## src/hdl/nalsp_pkg.sv

```systemverilog
// ----------------------------------------------------------------------------
// nalsp_pkg
// Beat types, constants and the result builder for the Annex B NAL splitter.
// ----------------------------------------------------------------------------
package nalsp_pkg;

    localparam logic [7:0]  BYTE_ZERO    = 8'h00;
    localparam logic [7:0]  BYTE_ONE     = 8'h01;
    localparam logic [2:0]  PREFIX_SHORT = 3'd3;
    localparam logic [2:0]  PREFIX_LONG  = 3'd4;
    localparam logic [15:0] LEN_MAX      = 16'hFFFF;
    localparam logic [23:0] WINDOW_EMPTY = 24'hFFFFFF;
    localparam logic [1:0]  FILL_FULL    = 2'd3;

    typedef struct packed {
        logic [7:0] data_byte;
        logic       end_of_buffer;
    } t_in_beat;

    typedef struct packed {
        logic [15:0] unit_length;
        logic [2:0]  prefix_size;
        logic        length_saturated;
        logic        ended_by_buffer_end;
        logic        last_of_run;
    } t_out_beat;

    // results produced by one input byte, in delivery order
    typedef struct packed {
        logic [1:0] num;
        t_out_beat  first;
        t_out_beat  second;
    } t_scan_res;

    function automatic t_out_beat make_result(
        input logic [15:0] count,
        input logic        ovf,
        input logic [1:0]  extra,
        input logic [2:0]  prefix,
        input logic        by_end,
        input logic        last
    );
        logic [16:0] total;
        logic        sat;
        t_out_beat   res;
        total = {1'b0, count} + {15'b0, extra};
        sat   = ovf || total[16];
        res.unit_length         = sat ? LEN_MAX : total[15:0];
        res.prefix_size         = prefix;
        res.length_saturated    = sat;
        res.ended_by_buffer_end = by_end;
        res.last_of_run         = last;
        return res;
    endfunction

endpackage

```

## src/hdl/nalsp_scan.sv

```systemverilog
// ----------------------------------------------------------------------------
// nalsp_scan
// Start code detection and unit length tracking, one byte per accepted beat.
// ----------------------------------------------------------------------------
module nalsp_scan (
    input  logic                i_clk,
    input  logic                i_rst_n,
    input  logic                i_accept,
    input  nalsp_pkg::t_in_beat i_beat,
    output nalsp_pkg::t_scan_res o_res
);
    import nalsp_pkg::*;

    logic [23:0] r_window, n_window, s_window;
    logic [1:0]  r_fill,   n_fill,   s_fill;
    logic        r_inside, n_inside, s_inside;
    logic [15:0] r_count,  n_count,  s_count;
    logic        r_ovf,    n_ovf,    s_ovf;
    logic [2:0]  r_prefix, n_prefix, s_prefix;

    logic        start3;
    logic [2:0]  pfx;
    logic [1:0]  old_extra;
    logic        emit_old, emit_end;
    t_out_beat   res_old, res_end;
    t_scan_res   n_res;

    always_comb begin
        start3 = (i_beat.data_byte == BYTE_ONE) && (r_fill >= 2'd2)
                 && (r_window[15:0] == {BYTE_ZERO, BYTE_ZERO});
        pfx = ((r_fill == FILL_FULL) && (r_window[23:16] == BYTE_ZERO))
              ? PREFIX_LONG : PREFIX_SHORT;
        // window bytes not swallowed by the new prefix stay in the old unit
        old_extra = (pfx == PREFIX_LONG) ? r_fill - 2'd3 : r_fill - 2'd2;

        s_window = r_window;
        s_fill   = r_fill;
        s_inside = r_inside;
        s_count  = r_count;
        s_ovf    = r_ovf;
        s_prefix = r_prefix;
        if (start3) begin
            s_inside = 1'b1;
            s_prefix = pfx;
            s_count  = {13'b0, pfx};
            s_ovf    = 1'b0;
            s_window = WINDOW_EMPTY;
            s_fill   = 2'd0;
        end else begin
            if ((r_fill == FILL_FULL) && r_inside) begin
                if (r_count == LEN_MAX) begin
                    s_ovf = 1'b1;
                end else begin
                    s_count = r_count + 16'd1;
                end
            end
            s_window = {r_window[15:0], i_beat.data_byte};
            s_fill   = (r_fill == FILL_FULL) ? FILL_FULL : r_fill + 2'd1;
        end

        emit_old = start3 && r_inside;
        emit_end = i_beat.end_of_buffer && s_inside;

        res_old = make_result(r_count, r_ovf, old_extra, r_prefix, 1'b0, !emit_end);
        res_end = make_result(s_count, s_ovf, s_fill, s_prefix, 1'b1, 1'b1);

        n_res.num    = {1'b0, emit_old} + {1'b0, emit_end};
        n_res.first  = emit_old ? res_old : res_end;
        n_res.second = res_end;

        if (i_beat.end_of_buffer) begin
            n_window = WINDOW_EMPTY;
            n_fill   = 2'd0;
            n_inside = 1'b0;
            n_count  = 16'd0;
            n_ovf    = 1'b0;
            n_prefix = PREFIX_SHORT;
        end else begin
            n_window = s_window;
            n_fill   = s_fill;
            n_inside = s_inside;
            n_count  = s_count;
            n_ovf    = s_ovf;
            n_prefix = s_prefix;
        end
    end

    always_ff @(posedge i_clk) begin
        if (!i_rst_n) begin
            r_window <= WINDOW_EMPTY;
            r_fill   <= 2'd0;
            r_inside <= 1'b0;
            r_count  <= 16'd0;
            r_ovf    <= 1'b0;
            r_prefix <= PREFIX_SHORT;
        end else if (i_accept) begin
            r_window <= n_window;
            r_fill   <= n_fill;
            r_inside <= n_inside;
            r_count  <= n_count;
            r_ovf    <= n_ovf;
            r_prefix <= n_prefix;
        end
    end

    always_comb begin
        o_res = n_res;
        if (!i_accept) begin
            o_res.num = 2'd0;
        end
    end

endmodule

```

## src/hdl/nalsp_outq.sv

```systemverilog
// ----------------------------------------------------------------------------
// nalsp_outq
// Result queue: takes up to two results per cycle, delivers one per beat.
// ----------------------------------------------------------------------------
module nalsp_outq #(
    parameter int DEPTH = 4
) (
    input  logic                 i_clk,
    input  logic                 i_rst_n,
    input  nalsp_pkg::t_scan_res i_push,
    output logic                 o_room,
    output logic                 o_valid,
    input  logic                 i_stall,
    output nalsp_pkg::t_out_beat o_data
);
    import nalsp_pkg::*;

    localparam int AW = (DEPTH > 1) ? $clog2(DEPTH) : 1;
    localparam int CW = $clog2(DEPTH + 1);
    localparam logic [AW-1:0] LAST_IDX = AW'(DEPTH - 1);
    localparam logic [CW-1:0] ROOM_MAX = CW'(DEPTH - 2);

    t_out_beat     r_mem [DEPTH];
    logic [AW-1:0] r_wr, n_wr, wr_next;
    logic [AW-1:0] r_rd, n_rd;
    logic [CW-1:0] r_cnt, n_cnt;
    logic          pop;

    function automatic logic [AW-1:0] wrap_inc(input logic [AW-1:0] p);
        return (p == LAST_IDX) ? '0 : p + AW'(1);
    endfunction

    always_comb begin
        pop     = o_valid && !i_stall;
        wr_next = wrap_inc(r_wr);
        unique case (i_push.num)
            2'd1:    n_wr = wr_next;
            2'd2:    n_wr = wrap_inc(wr_next);
            default: n_wr = r_wr;
        endcase
        n_rd  = pop ? wrap_inc(r_rd) : r_rd;
        n_cnt = r_cnt + CW'(i_push.num) - CW'(pop);
    end

    always_ff @(posedge i_clk) begin
        if (i_push.num != 2'd0) begin
            r_mem[r_wr] <= i_push.first;
        end
        if (i_push.num == 2'd2) begin
            r_mem[wr_next] <= i_push.second;
        end
    end

    always_ff @(posedge i_clk) begin
        if (!i_rst_n) begin
            r_wr  <= '0;
            r_rd  <= '0;
            r_cnt <= '0;
        end else begin
            r_wr  <= n_wr;
            r_rd  <= n_rd;
            r_cnt <= n_cnt;
        end
    end

    assign o_room  = (r_cnt <= ROOM_MAX);
    assign o_valid = (r_cnt != '0);
    assign o_data  = r_mem[r_rd];

endmodule

```

## src/hdl/annexb_nal_unit_splitter_top.sv

```systemverilog
// ----------------------------------------------------------------------------
// annexb_nal_unit_splitter_top
// H.264 Annex B start code splitter: one stream byte in, unit reports out.
// ----------------------------------------------------------------------------
// The block takes one byte per clock unless stalled. Each accepted byte
// updates the start code window and unit counters in that same cycle and
// writes zero, one or two unit reports into a small output queue, where a
// report is registered before it is output. Input stalls only while the queue
// has fewer than two free entries, so sustained rate is one byte per cycle
// as long as the output side keeps taking reports. Reset is a single cycle.
module annexb_nal_unit_splitter_top #(
    parameter int FIFO_DEPTH = 4
) (
    input  logic                 i_clk,
    input  logic                 i_rst_n,
    input  logic                 i_in_valid,
    output logic                 o_in_stall,
    input  nalsp_pkg::t_in_beat  i_in_data,
    output logic                 o_out_valid,
    input  logic                 i_out_stall,
    output nalsp_pkg::t_out_beat o_out_data
);
    import nalsp_pkg::*;

    logic      room;
    logic      accept;
    t_scan_res scan_res;

    assign o_in_stall = !room;
    assign accept     = i_in_valid && room;

    nalsp_scan u_scan (
        .i_clk    (i_clk),
        .i_rst_n  (i_rst_n),
        .i_accept (accept),
        .i_beat   (i_in_data),
        .o_res    (scan_res)
    );

    nalsp_outq #(
        .DEPTH (FIFO_DEPTH)
    ) u_outq (
        .i_clk   (i_clk),
        .i_rst_n (i_rst_n),
        .i_push  (scan_res),
        .o_room  (room),
        .o_valid (o_out_valid),
        .i_stall (i_out_stall),
        .o_data  (o_out_data)
    );

endmodule

```

## config.mk

```make
export PLATFORM = sky130hd
export DESIGN_NAME = annexb_nal_unit_splitter_top
export DESIGN_NICKNAME = d
export VERILOG_FILES = /design/src/hdl/nalsp_pkg.sv /design/src/hdl/nalsp_scan.sv /design/src/hdl/nalsp_outq.sv /design/src/hdl/annexb_nal_unit_splitter_top.sv
export SDC_FILE = /design/constraint.sdc
export NUM_CORES = 1
export LEC_CHECK = 0
export BUFFER_PORTS_ARGS = -buffer_cell sky130_fd_sc_hd__buf_2
export CAP_MARGIN = 30
export CORE_UTILIZATION = 40
export CTS_BUF_LIST = sky130_fd_sc_hd__clkbuf_8
export CTS_CLUSTER_DIAMETER = 40
export DETAILED_ROUTE_END_ITERATION = 16
export PLACE_DENSITY_LB_ADDON = 0.12
export SYNTH_ARGS = -nofsm -noshare
export SYNTH_HDL_FRONTEND = slang
export SYNTH_SLANG_ARGS = --single-unit
```

## constraint.sdc

```tcl
create_clock -name i_clk -period 5.2 [get_ports i_clk]
set_input_delay 0.78 -clock i_clk [delete_from_list [all_inputs] [get_ports i_clk]]
set_output_delay 0.78 -clock i_clk [all_outputs]
set_load 0.005 [all_outputs]
```

; ---- Yosys cells after proc, flatten, opt, wreduce, memory -nomap -nowiden
; Memories as Yosys holds them, arrays and structs flattened. A register that Yosys moved wholly into a read port is not among the register bits.
; Cells that the tools add are included.
[totals]
mem_count = 1
ramBits = 88
reg_bits = 54
[classes]
n_reduce_logical = 18
n_addsub = 12
n_lt_le_gt_ge = 2
mux = 33
n_eq_ne = 9
[mem_list]
columns = name, words, word_bits, rd, rd_clocked_by_memory_dff, write_ports, line_no
row1 = u_outq.r_mem, 4, 22, 1, 1, 2, nalsp_outq.sv:23  ; t_out_beat r_mem [DEPTH];
[op_table]
columns = op, n
row1 = $mux W16, 6
row2 = $mux W24, 2
row3 = $add A16 B2 Y17, 2
row4 = $mux W22, 1
row5 = $mux W2, 10
row6 = $add A16 B1 Y16 const B, 1
row7 = $eq A16 B16 Y1 const B, 1
row8 = $logic_not A16 Y1, 1
row9 = $eq A2 B2 Y1 const B, 5
row10 = $mux W1, 10
row11 = $mux W3, 3
row12 = $add A2 B1 Y2 const B, 4
row13 = $eq A8 B1 Y1 const B, 1
row14 = $logic_and A1 B1 Y1, 8
row15 = $logic_not A8 Y1, 1
row16 = $pmux W2 S2, 1
row17 = $reduce_bool A2 Y1, 2
row18 = $sub A2 B2 Y2 const B, 2
row19 = $add A3 B2 Y3, 1
row20 = $eq A3 B3 Y1 const B, 1
row21 = $le A3 B2 Y1 const B, 1
row22 = $logic_not A1 Y1, 3
row23 = $reduce_bool A3 Y1, 1
row24 = $sub A3 B1 Y3, 1
row25 = other kinds (4), 5

; ---- Logic depth before layout (Yosys ltp)
; Gate-level depths: netlist of run 1.
[logic_depth]
depth_word = 10
depth_mapped = 18
mapped_depth_nobuf = 16

; ---- By module
; From an unflattened synthesis of run 1, not the netlist that was laid out.
[hier_totals]
cells_unflattened = 756
area_unflattened_um2 = 8529.4
[by_module_without_submodules]
columns = module, area_per_inst_um2, seq_area_each_um2, cells_each, n_inst
row1 = nalsp_outq, 4904.7, 2822.7, 281, 1
row2 = nalsp_scan, 3614.7, 940.9, 473, 1
row3 = annexb_nal_unit_splitter_top, 10.0, 0.0, 2, 1

; ---- Worst setup path before layout of run 1
; Ideal clock, no wire load.
[synth_timing]
path_kind = input -> register
start = in i_in_data[6] in the netlist's numbering
end = mem u_outq.r_mem[0][18] in the netlist's numbering (data pin)
setup_time_ns = 0.150
path_slack_ns = 1.080
arrival_ns = 3.970
n_path_buf = 2
cell_stages = 15
required_time_ns = 5.050
cell_sequence = nor4b_1 nand3_1 or2_2 clkbuf_1 a21oi_1 ha_1 inv_1 fa_1 o21bai_1 a2111oi_4 nand4_4 o21ai_4 buf_12 o22ai_2 o22ai_2
[synth_rtl]
columns = item, line_no
row1 = start: declaration, annexb_nal_unit_splitter_top.sv:18  ; input nalsp_pkg::t_in_beat i_in_data,
row2 = end: declaration, nalsp_outq.sv:23

==> results of run 1 <==
## layout make-up
| class | count | area (µm²) |
|---|---|---|
| fillers | 1991 | 11100 |
| multi-input cells | 598 | 4290 |
| flip-flops and latches | 144 | 3680 |
| repair buffers | 67 | 438 |
| well taps | 270 | 338 |
| clock buffers | 20 | 275 |
| inverters | 26 | 97.6 |
| clock inverters | 12 | 96.3 |
## power by group
part / switching, mW / leakage [nW] / internal (mW)
combinational: 0.191 / 1.57 / 0.123
clock: 0.491 / 0.186 / 0.378
sequential: 0.0201 / 1.07 / 1.21
total: 0.702 / 2.82 / 1.71
## synth_stat cells, types with 5 or more instances
cell type / n / share of area
sky130_fd_sc_hd__nor2_1: 83 / 0.037
sky130_fd_sc_hd__edfxtp_1: 80 / 0.29
sky130_fd_sc_hd__dfxtp_1: 64 / 0.15
sky130_fd_sc_hd__nand2_1: 63 / 0.028
sky130_fd_sc_hd__o21ai_0: 52 / 0.031
sky130_fd_sc_hd__o22ai_1: 49 / 0.037
sky130_fd_sc_hd__nor3_1: 39 / 0.023
sky130_fd_sc_hd__clkbuf_1: 31 / 0.014
sky130_fd_sc_hd__a21oi_1: 29 / 0.017
sky130_fd_sc_hd__inv_1: 26 / 0.012
sky130_fd_sc_hd__ha_1: 24 / 0.036
sky130_fd_sc_hd__mux4_2: 22 / 0.059
sky130_fd_sc_hd__nor2b_1: 22 / 0.017
sky130_fd_sc_hd__xnor2_1: 17 / 0.018
sky130_fd_sc_hd__and2_1: 13 / 0.0098
sky130_fd_sc_hd__nand3_1: 13 / 0.0078
sky130_fd_sc_hd__a22oi_1: 12 / 0.011
sky130_fd_sc_hd__mux2i_1: 11 / 0.013
sky130_fd_sc_hd__xor2_1: 11 / 0.012
sky130_fd_sc_hd__nor4_1: 10 / 0.0075
sky130_fd_sc_hd__a22o_1: 9 / 0.0095
sky130_fd_sc_hd__o32ai_1: 8 / 0.0084
sky130_fd_sc_hd__buf_2: 7 / 0.0042
sky130_fd_sc_hd__buf_4: 7 / 0.0063
sky130_fd_sc_hd__nand4_1: 7 / 0.0053
sky130_fd_sc_hd__and3_1: 6 / 0.0045
sky130_fd_sc_hd__o22ai_2: 6 / 0.0090
sky130_fd_sc_hd__nand2b_1: 5 / 0.0038
sky130_fd_sc_hd__nor3b_1: 5 / 0.0045
sky130_fd_sc_hd__or3_1: 5 / 0.0038
## worst min-delay path, delay by kind of cell (launching register included)
kind | cells | cell delay [ns]
DFF | 1 | 0.32
and+or+nand+nor | 2 | 0.14
## worst min-delay path by stage
stage                                     from                               to  slack [ns]
2_1_floorplan  u_outq.r_mem[2][1]$_SDFFE_PP1P_  u_outq.r_mem[2][1]$_SDFFE_PP1P_        0.43
3_3_place_gp   u_outq.r_mem[1][1]$_SDFFE_PP1P_  u_outq.r_mem[1][1]$_SDFFE_PP1P_        0.46
3_5_place_dp   u_outq.r_mem[1][1]$_SDFFE_PP1P_  u_outq.r_mem[1][1]$_SDFFE_PP1P_        0.47
4_1_cts        u_outq.r_mem[1][1]$_SDFFE_PP1P_  u_outq.r_mem[1][1]$_SDFFE_PP1P_        0.49
5_1_grt        u_outq.r_mem[1][1]$_SDFFE_PP1P_  u_outq.r_mem[1][1]$_SDFFE_PP1P_        0.51
6_report       u_outq.r_mem[1][1]$_SDFFE_PP1P_  u_outq.r_mem[1][1]$_SDFFE_PP1P_        0.50
## flip-flops by register name (all words and copies together), names as in the netlist, named ones only
register and cells:
u_outq.r_mem 88, u_scan.r_window 24, u_scan.r_count 16, u_outq.r_cnt 3, u_scan.r_prefix 3, u_outq.r_rd 2, u_outq.r_wr 2, u_scan.r_fill 2
u_scan.r_inside 1, u_scan.r_ovf 1
## cells by family (layout without fill, tap and decap cells)
family | Yosys count | after routing | share of synthesized area
compound gates | 206 | 206 | 0.174
xor+xnor | 28 | 28 | 0.0294
fa+ha+maj | 27 | 27 | 0.0433
buf+inv | 77 | 125 | 0.0426
flops | 144 | 144 | 0.442
mux | 35 | 35 | 0.0758
simple gates | 302 | 302 | 0.192
## layer usage
layer / wire length (µm) / vias up / share of wire / global-route usage
li1: - / 3153 / - / -
met1: 11000 / 3243 / 0.47 / 0.316
met2: 11000 / 200 / 0.47 / 0.355
met3: 1130 / 36 / 0.048 / 0.0353
met4: 399 / 0 / 0.017 / 0.0771
met5: 0 / - / 0 / 0
## stage by stage
stage           util  hold WS [ns]
2_1_floorplan      -         0.435
3_3_place_gp   0.436         0.458
3_5_place_dp   0.436         0.466
4_1_cts        0.454         0.495
5_1_grt        0.454         0.506
6_report       0.454         0.500
==> results.txt, run 1 <==
The flow ran to the end, and the final reports show no timing, DRC or antenna violations. The detailed router placed 6632 vias in this run. For the finished layout, the period the worst path requires is 4.57 ns.

Buffers inserted during clock tree synthesis total 17. The first global-routing pass estimated 37200 µm of wire. The total overflow left after global routing is 0. Hold repair after CTS inserted 0 buffers.

The tools report the clock sink count as 144. Across the run, the number of max-cap violations was 0. The count of nets left with antenna violations once routing finished came out at 0. In this run the cell area of the synthesized design comes to 8330 µm². Synthesized area divided by synthesized cell count: 10.2 µm². The worst register-to-register path has a depth of 16. The post-detailed-placement half-perimeter wirelength was 17000 µm. The region available for standard cell placement spans 20300 µm². Critical-path cell with the highest stage delay: sky130_fd_sc_hd__dfxtp_1.

For the unique cell type count in the Yosys netlist, the log shows 79. Setup repair after global routing left no endpoint under its margin. Power spread over the standard cell area amounts to 262 nW/µm². The prevailing post-synth register cell was sky130_fd_sc_hd__edfxtp_1. The completed layout was analyzed and its total power is 2.42 mW. In this run, placement finished with an instance count of 1105.

The worst register-to-register path begins at u_scan.r_count[1]$_SDFFE_PN0P_. Worst-path maximum fanout: 13. The number of antenna violations at the first check in global routing was 0; the aggregate negative setup slack was 0 ns. The tree is rooted in a sky130_fd_sc_hd__clkbuf_8. TritonCTS built the clock tree. Walking the worst path, the cells encountered are ha_1 -> nand3_1 -> nor4_4 -> nor2_1 -> xnor2_1 -> a21oi_1 -> ha_1 -> inv_1 -> fa_1 -> o21bai_1 -> a2111oi_4 -> nand4_4 -> o21ai_4 -> buf_4 -> o22ai_4 -> o22ai_1. The critical path data arrival time is 4.87 ns. At the later pin of the worst-skew pair, clock insertion delay measures 0.47 ns. Measured along the y axis, the die boundary spans 146 µm.

The logs give 4 for the H-tree depth reported by CTS and 8850 µm² for the standard cell area after detailed placement. Setup violations remaining at the end of the flow were counted as 0. The library cell used most frequently in the layout, excluding fill and tap cells, is sky130_fd_sc_hd__nor2_1. The number of antenna diodes in the final layout is 0. Dividing the detail-routed via count by the number of cells gives 5.83. Static timing analysis puts the maximum clock frequency at 0.219 GHz. In this run the horizontal extent of the chip is 146 µm. The floorplan has 52 rows. The buffer depth of the longest clock path is 2. The cell with the most instances on the worst path is sky130_fd_sc_hd__ha_1. In this run the number of cells on the critical path is 16. VDD sags by at most 0.000150 V. The number of global-route vias before repair is 6582, and the critical path buffer and inverter count is 2.

The most critical setup path has its startpoint at u_scan.r_count[1]$_SDFFE_PN0P_. The total wire length after detailed routing is 23500 µm. The effective utilization at floorplan was 0.410; the number of endpoints with negative hold slack in the final report was 0. The tools report the final number of max-transition violations as 0. In the final design database the tool counted 894 nets. The worst hold path passes through 2 cells. Summing all non-filler instances in the final layout gives an area of 9220 µm².

Timing analysis after detailed placement gives a worst setup slack of 0.359 ns. Cell count after synthesis: 819. Entering global routing, the biggest net connects 55 pins. For this run, design rule violations remaining after detail routing come to 0.

The fraction of layout cells with a size suffix above 1 is 0.180, and the share of async-settable or async-resettable flops after synthesis is 0. The first detailed-routing pass took 5 iterations. The number of enable flip-flop cells after synthesis was 80; the synthesized net count was 859. The worst setup path is captured at a flop. The leakage power of the design is 2.82 nW, and the average detailed-routed wire length per instance is 20.7 µm.

The congestion estimate from routability-driven global placement came to 0.893. The logs give 5.51 ns for the data required time at the worst endpoint and 21400 µm² for the full die area. The synthesis-to-layout area growth is 10.7%, and the delay of the slowest cell on the worst path is 0.53 ns. The tools report the non-filler instance count after layout as 1137. The run gives 0.634 ns as the minimum setup slack in the final design. The most critical setup path has its endpoint at u_outq.r_mem[0][15]$_DFFE_PP_. The run gives 0 as the number of buffers inserted to repair setup after CTS. The number of buffers inserted by port buffering was 36.

The tools report the sequential-to-total area share from yosys stat as 0.442. In this run the critical register-to-register path is captured at u_outq.r_mem[0][15]$_DFFE_PP_. During I/O placement, the number of pins put on the boundary was 37. The gate family responsible for the most delay along the worst path was compound AO/OA/AOI/OAI gates. The worst max-slew margin expressed relative to the limit came out at 0.402. The period utilization was 0.878; the clock transition at the registers of the reported paths was 0.09 ns.

The reg-to-reg setup timing slack is 0.63 ns. Across the routed clock network, the largest skew measured is 0.0181 ns. Kind of critical path: flop to flop.

The total of warnings raised by yosys is 0. The kind of path behind the tightest hold check was flop to flop. STA classifies the critical path startpoint as a flop.

In the layout the commonest cells are sky130_fd_sc_hd__nor2_1 (83), sky130_fd_sc_hd__edfxtp_1 (80), sky130_fd_sc_hd__dfxtp_1 (64). For the total track usage, the log shows 0.226. The worst-margin pin slew was 0.894 ns. The detailed router's first-iteration violation count is 606, and the flop and latch count out of synthesis is 144.

The tools report the post-cts repair resize count as 0.
Note: power is estimated with default switching activity, not from simulation.
==> run 2, diff against run 1 <==
- CORE_UTILIZATION: 40 -> 54
==> results.txt, run 2 (synthesis gave the netlist of run 1 again) <==
The post-layout minimum cycle time is 4.63 ns (was 4.57 ns), and the number of cells in the design after placement is 1019 (was 1105). Critical path data arrival time: 4.91 ns (was 4.87 ns). The detailed-router iteration count before antenna repair came out at 7 (was 5). The tools report the capture point of the worst reg-to-reg path as u_outq.r_mem[1][17]$_DFFE_PP_ (was u_outq.r_mem[0][15]$_DFFE_PP_). The part of the total power dissipated in combinational logic was 0.120 (was 0.130); the worst-margin pin slew was 0.988 ns (was 0.894 ns). The tools report the placeable core area as 15100 µm² (was 20300 µm²). The fraction of layout cells with a size suffix above 1 is 0.173 (was 0.180). The number of antenna violations at the first check in global routing was 0 (unchanged); the worst hold-check slack was 0.496 ns (was 0.500 ns). The number of setup violations in the final report was 0 (unchanged). The vertical die dimension came out at 126 µm (was 146 µm). The tools report the total internal power as 1.91 mW (was 1.71 mW). The pin count of the biggest net entering global routing was 55 (unchanged); the total track usage was 0.291 (was 0.226).

The aggregate negative setup slack was 0 ns (unchanged); the number of buffers inserted to repair setup after CTS was 0 (unchanged). The tools report the final number of max-transition violations as 0 (unchanged). The run gives 4 (unchanged) as the H-tree depth reported by CTS.

The kind of path behind the tightest hold check is flop to flop (unchanged). The clock insertion delay at the later pin of the skew report is 0.45 ns (was 0.47 ns). TritonCTS built the clock tree.

The flip-flop count of the largest register after layout is 88 (unchanged), and the post-cts repair resize count is 0 (unchanged). Registers with the most flip-flops: u_outq.r_mem x88, u_scan.r_window x24, u_scan.r_count x16 (unchanged). The clock skew after layout came out at 0.0124 ns (was 0.0181 ns). The clock network power share was 0.398 (was 0.360); the period utilization was 0.890 (was 0.878). The largest vdd supply drop was 0.000181 V (was 0.000150 V); the achievable clock frequency was 0.216 GHz (was 0.219 GHz).

Final design utilization: 0.607 (was 0.454). The most frequent standard cell in the layout excluding fill and tap cells was sky130_fd_sc_hd__nor2_1 (unchanged). The storage element area is 3680 µm² (unchanged). The endpoint type of the worst setup path was a flop (unchanged).

The number of filler instances in the final layout is 1251 (was 1991), and the leftover overflow at the end of global routing is 0 (unchanged). The minimum setup slack in the final design is 0.572 ns (was 0.634 ns). The die boundary width came out at 126 µm (was 146 µm). For the total wire length after detailed routing, the log shows 22300 µm (was 23500 µm). The post-detailed-placement half-perimeter wirelength is 15800 µm (was 17000 µm).

The worst max-slew margin expressed relative to the limit was 0.339 (was 0.402). The worst-path maximum fanout was 19 (was 13). For the DRC violation count after routing, the log shows 0 (unchanged). The run gives 5.48 ns (was 5.51 ns) as the data required time at the worst endpoint.

Launch instance of the worst register-to-register path: u_scan.r_fill[0]$_SDFFE_PN0P_ (was u_scan.r_count[1]$_SDFFE_PN0P_). Clock transition at the registers of the reported paths: 0.08 ns (was 0.09 ns). Start point of the critical path: u_scan.r_fill[0]$_SDFFE_PN0P_ (was u_scan.r_count[1]$_SDFFE_PN0P_).

The routability congestion estimate is 0.930 (was 0.893). The cell chosen for the clock root is sky130_fd_sc_hd__clkbuf_8 (unchanged). Number of endpoints with negative hold slack in the final report: 0 (unchanged). Kind of start point of the critical path: a flop (unchanged). The register name with the most flops was u_outq.r_mem (unchanged).

The tools report the area occupied by multi-input gates as 4290 µm² (unchanged). The final non-filler cell area was 9190 µm² (was 9220 µm²). The run gives 0.57 ns (was 0.63 ns) as the reg-to-reg setup timing slack.

The tools report the total number of placement rows as 45 (was 52). The run finished with clean final reports. For the number of hold-repair buffers added at the cts stage, the log shows 0 (unchanged).

The run gives 0 (unchanged) as the number of nets with antenna violations after detailed routing. The number of buffers inserted by port buffering came out at 36 (unchanged). The logs give 35600 µm (was 37200 µm) for the wire length of the first global-routing pass and 0 (unchanged) for the number of violations of the max-capacitance limit. For the detailed router's first-iteration violation count, the log shows 544 (was 606).

For the total number of nets in the final design, the log shows 890 (was 894). Number of buffers created by CTS: 17 (unchanged). Power density over cell area: 280 nW/µm² (was 262 nW/µm²). The synthesis-to-layout area growth was 10.3% (was 10.7%). The buffer depth of the longest clock path is 2 (unchanged), and the total via count in the routed design is 6749 (was 6632). The tools report the number of global-route vias before repair as 6381 (was 6582). The average detailed-routed wire length per instance is 21.2 µm (was 20.7 µm). The minimum setup slack after placement was 0.388 ns (was 0.359 ns); the number of cells traversed by the worst register-to-register path was 15 (was 16).

The standard cell area after detailed placement is 8740 µm² (was 8850 µm²), and the average via count per standard cell is 6.42 (was 5.83). The full die area came out at 15900 µm² (was 21400 µm²). The kind of critical path was flop to flop (unchanged).

The tools report the clock sink count as 144 (unchanged). Non-filler instance count after layout: 1051 (was 1137). Effective utilization at floorplan: 0.550 (was 0.410).

The fraction of power consumed by sequential logic came out at 0.482 (was 0.511). Final antenna diode count: 0 (unchanged). The switching power came out at 0.663 mW (was 0.702 mW). The run gives 2.85 nW (was 2.82 nW) as the leakage power of the design.

The logs give 37 (unchanged) for the count of pins on the block boundary and 2.57 mW (was 2.42 mW) for the power after layout. Highest-count cells in the layout ignoring fill and taps: sky130_fd_sc_hd__nor2_1 (83), sky130_fd_sc_hd__edfxtp_1 (80), sky130_fd_sc_hd__dfxtp_1 (64) (unchanged). Setup repair after global routing left no endpoint under its margin. The endpoint of the most critical setup path was u_outq.r_mem[1][17]$_DFFE_PP_ (was u_outq.r_mem[0][15]$_DFFE_PP_). The switching part of the total power was 0.258 (was 0.290).
[run 2: cell types whose count changed in the layout (fill, tap and decap cells not counted), moves of 2 or more]
cell and change:
sky130_fd_sc_hd__clkinvlp_4 -2, sky130_fd_sc_hd__bufinv_16 +5, sky130_fd_sc_hd__inv_6 -2, sky130_fd_sc_hd__clkbuf_8 -3, sky130_fd_sc_hd__buf_4 -5, sky130_fd_sc_hd__clkinv_4 +2
sky130_fd_sc_hd__inv_1 +2, sky130_fd_sc_hd__inv_4 -3
[run 2: power by group through the flow]
stage	Combinational, mW	Sequential, mW	Clock (mW)
after CTS	0.313	1.24	1.03
after global routing	0.348	1.24	1.07
after global placement	0.292	1.27	0
after floorplan	0.229	1.26	0
after detailed placement	0.311	1.27	0
final	0.309	1.24	1.02
[run 2: worst min path at each step]
stage          slack (ns)                            start                               to  cells after the start
2_1_floorplan        0.43  u_outq.r_mem[2][1]$_SDFFE_PP1P_  u_outq.r_mem[2][1]$_SDFFE_PP1P_                      2
3_3_place_gp         0.46  u_outq.r_mem[2][1]$_SDFFE_PP1P_  u_outq.r_mem[2][1]$_SDFFE_PP1P_                      2
3_5_place_dp         0.47  u_outq.r_mem[1][1]$_SDFFE_PP1P_  u_outq.r_mem[1][1]$_SDFFE_PP1P_                      2
4_1_cts              0.49  u_outq.r_mem[1][1]$_SDFFE_PP1P_  u_outq.r_mem[1][1]$_SDFFE_PP1P_                      2
5_1_grt              0.52  u_outq.r_mem[3][1]$_SDFFE_PP1P_  u_outq.r_mem[3][1]$_SDFFE_PP1P_                      2
6_report             0.50  u_outq.r_mem[1][1]$_SDFFE_PP1P_  u_outq.r_mem[1][1]$_SDFFE_PP1P_                      2
[run 2: layout make-up]
type                       instances  area share
timing repair buffer              63      0.0466
sequential                       144       0.401
multi-input combinational        598       0.467
tap                              188      0.0256
clock inverter                    15      0.0237
inverter                          26      0.0106
clock buffer                      17      0.0255
[run 2: critical path, stage by stage (launching register included)]
cell and delay [ns]:
sky130_fd_sc_hd__dfxtp_1 0.43, sky130_fd_sc_hd__inv_1 0.10, sky130_fd_sc_hd__ha_1 0.21, sky130_fd_sc_hd__o2111ai_1 0.42, sky130_fd_sc_hd__or2_2 0.37, sky130_fd_sc_hd__nor2_1 0.17, sky130_fd_sc_hd__a21oi_1 0.21, sky130_fd_sc_hd__ha_1 0.22
sky130_fd_sc_hd__inv_1 0.06, sky130_fd_sc_hd__fa_1 0.39, sky130_fd_sc_hd__o21bai_1 0.22, sky130_fd_sc_hd__a2111oi_4 0.32, sky130_fd_sc_hd__nand4_4 0.22, sky130_fd_sc_hd__o21ai_4 0.58, sky130_fd_sc_hd__nor3_1 0.27, sky130_fd_sc_hd__o22ai_1 0.25
[run 2: routing by layer]
metal,vias to the layer above,share of wire,global-route usage
li1,3135,-,-
met1,3219,0.44,0.393
met2,351,0.47,0.472
met3,44,0.067,0.0429
met4,0,0.024,0.119
met5,-,0,0
